## config.mk

```make
export PLATFORM = sky130hd
export DESIGN_NAME = signed_int_to_radix_symbols
export DESIGN_NICKNAME = d
export VERILOG_FILES = /design/src/sirs_pkg.sv /design/src/sirs_div.sv /design/src/signed_int_to_radix_symbols.sv
export VERILOG_INCLUDE_DIRS = /design/src /design/src/src
export SDC_FILE = /design/constraint.sdc
export NUM_CORES = 2
export LEC_CHECK = 0
export BUFFER_PORTS_ARGS = -buffer_cell sky130_fd_sc_hd__buf_2
export CAP_MARGIN = 25
export CORE_ASPECT_RATIO = 1.2
export CORE_MARGIN = 10
export CORE_UTILIZATION = 40
export DETAILED_ROUTE_END_ITERATION = 7
export PLACE_DENSITY_LB_ADDON = 0.3
export SYNTH_ARGS = -nofsm -noshare
export SYNTH_HDL_FRONTEND = slang
export SYNTH_SLANG_ARGS = --single-unit
```

## constraint.sdc

```tcl
create_clock -name clk -period 12.2 [get_ports clk]
set_clock_uncertainty 0.1 [all_clocks]
set_input_delay 1.83 -clock clk [delete_from_list [all_inputs] [get_ports clk]]
set_output_delay 1.83 -clock clk [all_outputs]
set_load 0.005 [all_outputs]
```

## src/signed_int_to_radix_symbols_macros.svh

```systemverilog
// ---------------------------------------------------------------------------
// signed_int_to_radix_symbols assertion macros
// Shared concurrent assertion forms for the radix symbol converter.
// ---------------------------------------------------------------------------
`ifndef SIGNED_INT_TO_RADIX_SYMBOLS_MACROS_SVH
`define SIGNED_INT_TO_RADIX_SYMBOLS_MACROS_SVH

// Condition must never hold while out of reset.
`define SIRS_ASSERT_NEVER(label, clk_s, rst_s, cond) \
  label: assert property (@(posedge clk_s) disable iff (rst_s) !(cond)) \
    else $error("sirs: forbidden condition seen");

// Antecedent in a cycle requires the consequent in the same cycle.
`define SIRS_ASSERT_IMPLY(label, clk_s, rst_s, ante, cons) \
  label: assert property (@(posedge clk_s) disable iff (rst_s) (ante) |-> (cons)) \
    else $error("sirs: implication violated");

`endif

```

## src/sirs_pkg.sv

```systemverilog
// ---------------------------------------------------------------------------
// sirs_pkg
// Widths, depths, opcodes and character codes of the radix symbol converter.
// ---------------------------------------------------------------------------
`default_nettype none

package sirs_pkg;

  localparam int NUMBER_BITS = 32;
  localparam int MAX_SYMBOLS = 128;

  localparam int SYM_W       = 7;
  localparam int TABLE_DEPTH = 128;
  localparam int TABLE_AW    = 7;
  localparam int COUNT_W     = $clog2(MAX_SYMBOLS + 1);
  localparam int DIGIT_W     = $clog2(MAX_SYMBOLS);
  localparam int DIGIT_DEPTH = NUMBER_BITS;
  localparam int DIGIT_AW    = $clog2(DIGIT_DEPTH);
  localparam int NDIG_W      = $clog2(DIGIT_DEPTH + 1);
  localparam int DIV_CNT_W   = $clog2(NUMBER_BITS);

  localparam logic [1:0] OP_APPEND  = 2'd0;
  localparam logic [1:0] OP_CONVERT = 2'd1;
  localparam logic [1:0] OP_CLEAR   = 2'd2;

  localparam logic [7:0] SYM_LOW    = 8'd32;
  localparam logic [7:0] SYM_HIGH   = 8'd126;
  localparam logic [7:0] CHAR_PLUS  = 8'h2B;
  localparam logic [7:0] CHAR_MINUS = 8'h2D;

  typedef struct packed {
    logic                   done;
    logic [NUMBER_BITS-1:0] quot;
    logic [DIGIT_W-1:0]     rem;
  } div_result_t;

endpackage

`default_nettype wire

```

## src/sirs_div.sv

```systemverilog
// ---------------------------------------------------------------------------
// sirs_div
// Restoring divider, one quotient bit per cycle, for digit extraction.
// ---------------------------------------------------------------------------
`default_nettype none

module sirs_div
  import sirs_pkg::*;
(
  input  wire logic                   clk,
  input  wire logic                   rst,
  input  wire logic                   start,
  input  wire logic [NUMBER_BITS-1:0] dividend,
  input  wire logic [COUNT_W-1:0]     divisor,
  output div_result_t                 res
);

  logic                   busy;
  logic                   done;
  logic [DIV_CNT_W-1:0]   cnt;
  logic [NUMBER_BITS-1:0] quot;
  logic [COUNT_W-1:0]     rem;
  logic [COUNT_W-1:0]     dvs;
  logic [COUNT_W:0]       trial;
  logic [COUNT_W:0]       diff;
  logic                   take;

  // Shift the next dividend bit into the partial remainder.
  assign trial = {rem, quot[NUMBER_BITS-1]};
  assign diff  = trial - {1'b0, dvs};
  assign take  = trial >= {1'b0, dvs};

  always_ff @(posedge clk) begin
    if (rst) begin
      busy <= 1'b0;
      done <= 1'b0;
      cnt  <= '0;
    end else begin
      done <= busy && (cnt == '0);
      if (busy) begin
        cnt <= cnt - 1'b1;
        if (cnt == '0) begin
          busy <= 1'b0;
        end
      end else if (start) begin
        busy <= 1'b1;
        cnt  <= DIV_CNT_W'(NUMBER_BITS - 1);
      end
    end
  end

  always_ff @(posedge clk) begin
    if (!busy && start) begin
      quot <= dividend;
      rem  <= '0;
      dvs  <= divisor;
    end else if (busy) begin
      quot <= {quot[NUMBER_BITS-2:0], take};
      rem  <= take ? diff[COUNT_W-1:0] : trial[COUNT_W-1:0];
    end
  end

  assign res.done = done;
  assign res.quot = quot;
  assign res.rem  = rem[DIGIT_W-1:0];

endmodule

`default_nettype wire

```

## src/signed_int_to_radix_symbols.sv

```systemverilog
// ---------------------------------------------------------------------------
// signed_int_to_radix_symbols
// Builds a digit alphabet and spells signed numbers in its radix.
// ---------------------------------------------------------------------------
// Usage:
//   Slave stream: tuser carries the opcode (append, convert, clear), tdata
//   carries the symbol byte and the 32-bit signed number. A convert against an
//   alphabet that is marked bad or has fewer than two symbols yields no word.
//   Master stream: one word per character, a minus sign for negative values,
//   then the digits most significant first; tlast marks the final digit.
//   A convert runs one division per digit on a shared restoring divider,
//   then reads each character back through the digit store and the symbol
//   table memory.
//   Items are taken one at a time; the slave side waits until the last
//   character of a conversion sits in the output register. A stalled master
//   holds that register and pauses character emission, nothing is dropped.
//   Reset empties the alphabet at once (the seen bits are flip-flops); the
//   symbol table memory is not cleared, only entries below the count are read.
// ---------------------------------------------------------------------------
`default_nettype none

`include "signed_int_to_radix_symbols_macros.svh"

module signed_int_to_radix_symbols
  import sirs_pkg::*;
(
  input  wire logic        clk,
  input  wire logic        rst,
  input  wire logic        s_tvalid,
  output logic             s_tready,
  input  wire logic [39:0] s_tdata,   // [7:0] symbol, [39:8] number
  input  wire logic [1:0]  s_tuser,   // [1:0] opcode
  output logic             m_tvalid,
  input  wire logic        m_tready,
  output logic [7:0]       m_tdata,   // [7:0] character
  output logic             m_tlast
);

  localparam logic [2:0] ST_IDLE      = 3'd0;
  localparam logic [2:0] ST_DIV_START = 3'd1;
  localparam logic [2:0] ST_DIV_WAIT  = 3'd2;
  localparam logic [2:0] ST_SIGN      = 3'd3;
  localparam logic [2:0] ST_RD_DIGIT  = 3'd4;
  localparam logic [2:0] ST_RD_SYM    = 3'd5;
  localparam logic [2:0] ST_OUT       = 3'd6;

  logic [2:0]             state;

  // Alphabet state
  logic [SYM_W-1:0]       symbol_mem [TABLE_DEPTH];
  logic [TABLE_DEPTH-1:0] seen;
  logic [COUNT_W-1:0]     count;
  logic                   bad;

  // Conversion state
  logic [DIGIT_W-1:0]     digit_mem [DIGIT_DEPTH];
  logic [NUMBER_BITS-1:0] mag;
  logic                   neg;
  logic [NDIG_W-1:0]      ndig;
  logic [DIGIT_AW-1:0]    idx;
  logic [DIGIT_W-1:0]     dig_q;
  logic [SYM_W-1:0]       sym_q;

  // Input unpacking
  logic                   in_fire;
  logic [1:0]             opcode;
  logic [7:0]             symbol;
  logic [NUMBER_BITS-1:0] num_u;
  logic                   num_neg;
  logic                   sym_bad;
  logic                   append_ok;
  logic                   out_free;
  logic                   out_load;
  logic                   div_start;
  div_result_t            div_res;

  assign opcode  = s_tuser;
  assign symbol  = s_tdata[7:0];
  assign num_u   = s_tdata[8 +: NUMBER_BITS];
  assign num_neg = num_u[NUMBER_BITS-1];

  assign s_tready  = (state == ST_IDLE);
  assign in_fire   = s_tvalid && s_tready;
  assign out_free  = !m_tvalid || m_tready;
  // Load the output register with a sign or a digit character.
  assign out_load  = out_free && (state == ST_SIGN || state == ST_OUT);
  assign div_start = (state == ST_DIV_START);

  // Reject out-of-range, sign characters and repeats; a full table fails too.
  assign sym_bad   = (symbol < SYM_LOW) || (symbol > SYM_HIGH) ||
                     (symbol == CHAR_PLUS) || (symbol == CHAR_MINUS) ||
                     seen[symbol[SYM_W-1:0]];
  assign append_ok = (count < COUNT_W'(MAX_SYMBOLS)) && !sym_bad;

  sirs_div u_div (
    .clk      (clk),
    .rst      (rst),
    .start    (div_start),
    .dividend (mag),
    .divisor  (count),
    .res      (div_res)
  );

  // Symbol table: written on a good append, read at the current digit.
  always_ff @(posedge clk) begin
    if (in_fire && opcode == OP_APPEND && append_ok) begin
      symbol_mem[count[TABLE_AW-1:0]] <= symbol[SYM_W-1:0];
    end
    sym_q <= symbol_mem[dig_q];
  end

  // Digit store: filled least significant first, read back in reverse.
  always_ff @(posedge clk) begin
    if (state == ST_DIV_WAIT && div_res.done) begin
      digit_mem[ndig[DIGIT_AW-1:0]] <= div_res.rem;
    end
    dig_q <= digit_mem[idx];
  end

  // Alphabet control
  always_ff @(posedge clk) begin
    if (rst) begin
      seen  <= '0;
      count <= '0;
      bad   <= 1'b0;
    end else if (in_fire) begin
      case (opcode)
        OP_APPEND: begin
          if (append_ok) begin
            seen[symbol[SYM_W-1:0]] <= 1'b1;
            count                   <= count + 1'b1;
          end else begin
            bad <= 1'b1;
          end
        end
        OP_CLEAR: begin
          seen  <= '0;
          count <= '0;
          bad   <= 1'b0;
        end
        default: begin
        end
      endcase
    end
  end

  // Conversion sequencer
  always_ff @(posedge clk) begin
    if (rst) begin
      state    <= ST_IDLE;
      m_tvalid <= 1'b0;
    end else begin
      // Hold the word until taken; drop valid once it leaves.
      if (out_load) begin
        m_tvalid <= 1'b1;
      end else if (m_tready) begin
        m_tvalid <= 1'b0;
      end
      case (state)
        ST_IDLE: begin
          if (in_fire && opcode == OP_CONVERT && !bad && count >= COUNT_W'(2)) begin
            state <= ST_DIV_START;
          end
        end
        ST_DIV_START: begin
          state <= ST_DIV_WAIT;
        end
        ST_DIV_WAIT: begin
          if (div_res.done) begin
            if (div_res.quot == '0) begin
              state <= neg ? ST_SIGN : ST_RD_DIGIT;
            end else begin
              state <= ST_DIV_START;
            end
          end
        end
        ST_SIGN: begin
          if (out_free) begin
            state <= ST_RD_DIGIT;
          end
        end
        ST_RD_DIGIT: begin
          state <= ST_RD_SYM;
        end
        ST_RD_SYM: begin
          state <= ST_OUT;
        end
        ST_OUT: begin
          if (out_free) begin
            state <= (idx == '0) ? ST_IDLE : ST_RD_DIGIT;
          end
        end
        default: begin
          state <= ST_IDLE;
        end
      endcase
    end
  end

  // Conversion payload
  always_ff @(posedge clk) begin
    if (state == ST_IDLE && in_fire) begin
      // Two's complement negate also maps the most negative value correctly.
      mag  <= num_neg ? (~num_u + 1'b1) : num_u;
      neg  <= num_neg;
      ndig <= '0;
    end
    if (state == ST_DIV_WAIT && div_res.done) begin
      mag  <= div_res.quot;
      ndig <= ndig + 1'b1;
      idx  <= ndig[DIGIT_AW-1:0];
    end
    if (state == ST_SIGN && out_free) begin
      m_tdata <= CHAR_MINUS;
      m_tlast <= 1'b0;
    end
    if (state == ST_OUT && out_free) begin
      m_tdata <= {1'b0, sym_q};
      m_tlast <= (idx == '0);
      if (idx != '0) begin
        idx <= idx - 1'b1;
      end
    end
  end

  // Checks
  `SIRS_ASSERT_NEVER(a_count_range, clk, rst, count > COUNT_W'(MAX_SYMBOLS))
  `SIRS_ASSERT_IMPLY(a_minus_not_last, clk, rst, m_tvalid && m_tdata == CHAR_MINUS, !m_tlast)
  `SIRS_ASSERT_IMPLY(a_div_done_waits, clk, rst, div_res.done, state == ST_DIV_WAIT)

endmodule

`default_nettype wire

```

==> results.json <==
{
  "syn_nets": 2887,
  "avgSynthCellArea_um2": 19.1,
  "area_growth_syn_to_layout_pct": 12.3,
  "yosys-top-cells-area": "edfxtp_1 (67%), mux4_2 (15%), dfxtp_1 (5.3%), nor2_1 (1.4%), nand2_1 (1.0%)",
  "power.density_nw_per_um2": 175,
  "die_w_um": 355,
  "grt_use_total_pct": 17.2,
  "cts_tree": "yes",
  "synth_area_um2": 53900,
  "post_cts_resize_count": 0,
  "cap_violations": 0,
  "slowest_stage": "nor2_1",
  "period_needed_ns": 5.43,
  "drt_iter0_drc": 2958,
  "worstSkewPairLatency_ns": 0.76,
  "cp-start-kind": "primary input",
  "grt_antenna_before_repair": 6,
  "cts_root_buf": "clkbuf_16",
  "slew_headroom_pct": 33.5,
  "post_cts_buffers": 0,
  "critPathKind": "in2reg",
  "finalHoldViolCount": 0,
  "synth_edf_count": 1206,
  "fill_cells": 11245,
  "worst_pin_slew_ns": 0.998,
  "ys_seq_area_share_pct": 72.5,
  "numClockSinks": 1349,
  "whs_ns": 0.359,
  "io_buffer_count": 55,
  "finalSetupViolCount": 0,
  "finalCritPeriodShare_pct": 44.5,
  "grt_max_degree": 148,
  "cts_made_buffers": 135,
  "cp_slowest_stage_delay_ns": 0.75,
  "synth-seq-cells": 1349,
  "final_core_util_pct": 45.2,
  "route.vias.total": 27385,
  "ctsHtreeMaxLevel": 4,
  "p_leak_nw": 19.0,
  "clock.fmax_mhz": 184,
  "cp.required_ns": 12.49,
  "wl_per_cell_um": 27.1,
  "ios": 57,
  "dp_hpwl_um": 80600,
  "std_cell_rows": 147,
  "endpoint_kind": "flip-flop",
  "finalWorstSetupSlack_ns": 6.77,
  "synthFlopType": "edfxtp_1",
  "vias_per_cell": 5.71,
  "cp_max_fo": 65,
  "synth-warning-count": 0,
  "grt_pass1_wl_um": 193000,
  "peakVddDrop_uv": 161,
  "status": "complete, no violations",
  "grt_setup_unrepaired": "no",
  "crit_chain": "buf_6 > inv_1 > a31o_2 > a22oi_1 > a2bb2oi_1 > a21oi_1 > nor4_4 > buf_4 > nand4_4 > nor2_1",
  "dieArea_um2": 150000,
  "clockBufferDepth": 3,
  "gp_congestion": 0.879,
  "synth-async-reset-ratio_pct": 0,
  "final_nets": 2961,
  "synth_top_area_share_pct": 67.2,
  "die_h_um": 422,
  "drt_pass1_iterations": 6,
  "drive_gt1_share_pct": 24.9,
  "netlist_instances": 2822,
  "dpl_worst_slack_ns": 5.69,
  "finalWirelength_um": 130000,
  "yosysUniqueCellTypes": 74,
  "slew_violations": 0,
  "crit_arrival_ns": 5.73,
  "grt_pass1_vias": 27886,
  "grt_remaining_overflow": 0,
  "fin_setup_tns_ns": 0,
  "drcViolationCount": 0,
  "core_um2": 134000,
  "drtAntennaViolNets": 0,
  "start_util_pct": 40.2,
  "path_clk_slew_ns": 0.06,
  "cts_hold_buffers": 0,
  "hold_class": "reg2reg",
  "synth_top_cell_by_area": "edfxtp_1"
}
==> sequential cells by signal (all words and copies together), names as in the netlist <==
signal,cells
bad,1
count,8
dig_q,7
digit_mem,224
idx,5
m_tdata,7
m_tlast,1
m_tvalid,1
mag,32
ndig,5
neg,1
seen,96
state,3
sym_q,7
symbol_mem,896
u_div.busy,1
u_div.cnt,5
u_div.done,1
u_div.dvs,8
u_div.quot,32
u_div.rem,8
==> layout make-up <==
class                      instances  area [um2]  share of cell area [%]
sequential                      1349       39100                    64.6
multi-input combinational       1277       14000                    23.1
clock buffer                     165        3540                    5.86
tap                             1788        2240                    3.70
clock inverter                    78         805                    1.33
timing repair buffer              97         688                    1.14
inverter                          36         135                   0.223
antenna                            2        5.00                 0.00828
==> worst max-delay path: cells and delay by family <==
kind                   cells  cell delay (ns)
AO/OA/AOI/OAI              4             0.93
buffers and inverters      3             1.05
AND/OR/NAND/NOR            3             1.70
==> Yosys cell counts (17+ instances only) <==
master    number
dfxtp_1      143
or3_1         17
nor2_1       206
nand3_1       21
nand2_1      148
ha_1          18
mux2_2        48
o21ai_0      102
mux2i_1       28
a22o_1        48
edfxtp_1    1206
clkbuf_1     105
nor2b_1       20
inv_1         36
mux4_2       370
xor2_1        32
a21oi_1       21
buf_1         32
==> cells in the final DEF, fill, tap and decap left out, drive strengths merged, types with 5 or more instances in the layout <==
| master | instances |
|---|---|
| or4 | 8 |
| and2 | 14 |
| buf | 97 |
| nor2 | 207 |
| nand4 | 9 |
| a221oi | 6 |
| nand2b | 12 |
| mux2 | 50 |
| xor2 | 32 |
| or3 | 17 |
| o31ai | 12 |
| nor4 | 13 |
| mux2i | 28 |
| bufinv | 10 |
| and3 | 6 |
| nor2b | 20 |
| a21oi | 21 |
| nor3 | 15 |
| edfxtp | 1206 |
| o41ai | 6 |
| dfxtp | 143 |
| nand2 | 148 |
| clkinv | 47 |
| a221o | 5 |
| ha | 18 |
| a22o | 48 |
| inv | 48 |
| o21ai | 105 |
| nand3 | 24 |
| o221a | 5 |
| mux4 | 370 |
| clkinvlp | 9 |
| clkbuf | 165 |
| o221ai | 7 |
| o22ai | 14 |
| nand3b | 8 |
==> layer usage <==
metal / GRT usage [%] / wire length, um / up-vias
li1: - / - / 11608
met1: 22.6 / 52300 / 14364
met2: 28.7 / 64900 / 1195
met3: 3.12 / 8600 / 214
met4: 5.92 / 3870 / 4
met5: 0 / 27 / -
==> through the flow <==
stage / instances / instance area (um2) / total power, mW
final: 4792 / 60500 / 10.6
after floorplan: 2822 / 53900 / 6.20
after global placement: 4544 / 56000 / 6.62
after detailed placement: 4544 / 56000 / 6.66
after CTS: 4787 / 60400 / 10.7
after global routing: 4791 / 60500 / 11.0
==> worst paths after layout <==
check              from  cells after the start                end  slack (ns)
max          s_tdata[2]                     10  symbol_mem[15][1]        6.77
min           seen[114]                      2          seen[114]        0.36
max reg2reg    dig_q[0]                      6           sym_q[0]        7.15
min reg2reg   seen[114]                      2          seen[114]        0.36
==> logic make-up (layout without fill, tap and decap cells) <==
| group | after synthesis | after routing | synth area share (%) |
|---|---|---|---|
| flip-flops | 1349 | 1349 | 72.5 |
| AO/OA/AOI/OAI | 259 | 259 | 3.25 |
| other | 1 | 3 | 0.00696 |
| AND/OR/NAND/NOR | 514 | 514 | 4.54 |
| multiplexers | 448 | 448 | 17.0 |
| XOR/XNOR | 36 | 36 | 0.585 |
| adder cells (fa/ha/maj) | 19 | 19 | 0.455 |
| buffers and inverters | 196 | 376 | 1.58 |
==> report_power, final <==
group	total (mW)	switching [mW]	internal (mW)
clock network	4.05	1.74	2.31
logic	1.18	0.677	0.505
registers	5.38	0.124	5.25
Note: power is estimated with default switching activity, not from simulation.
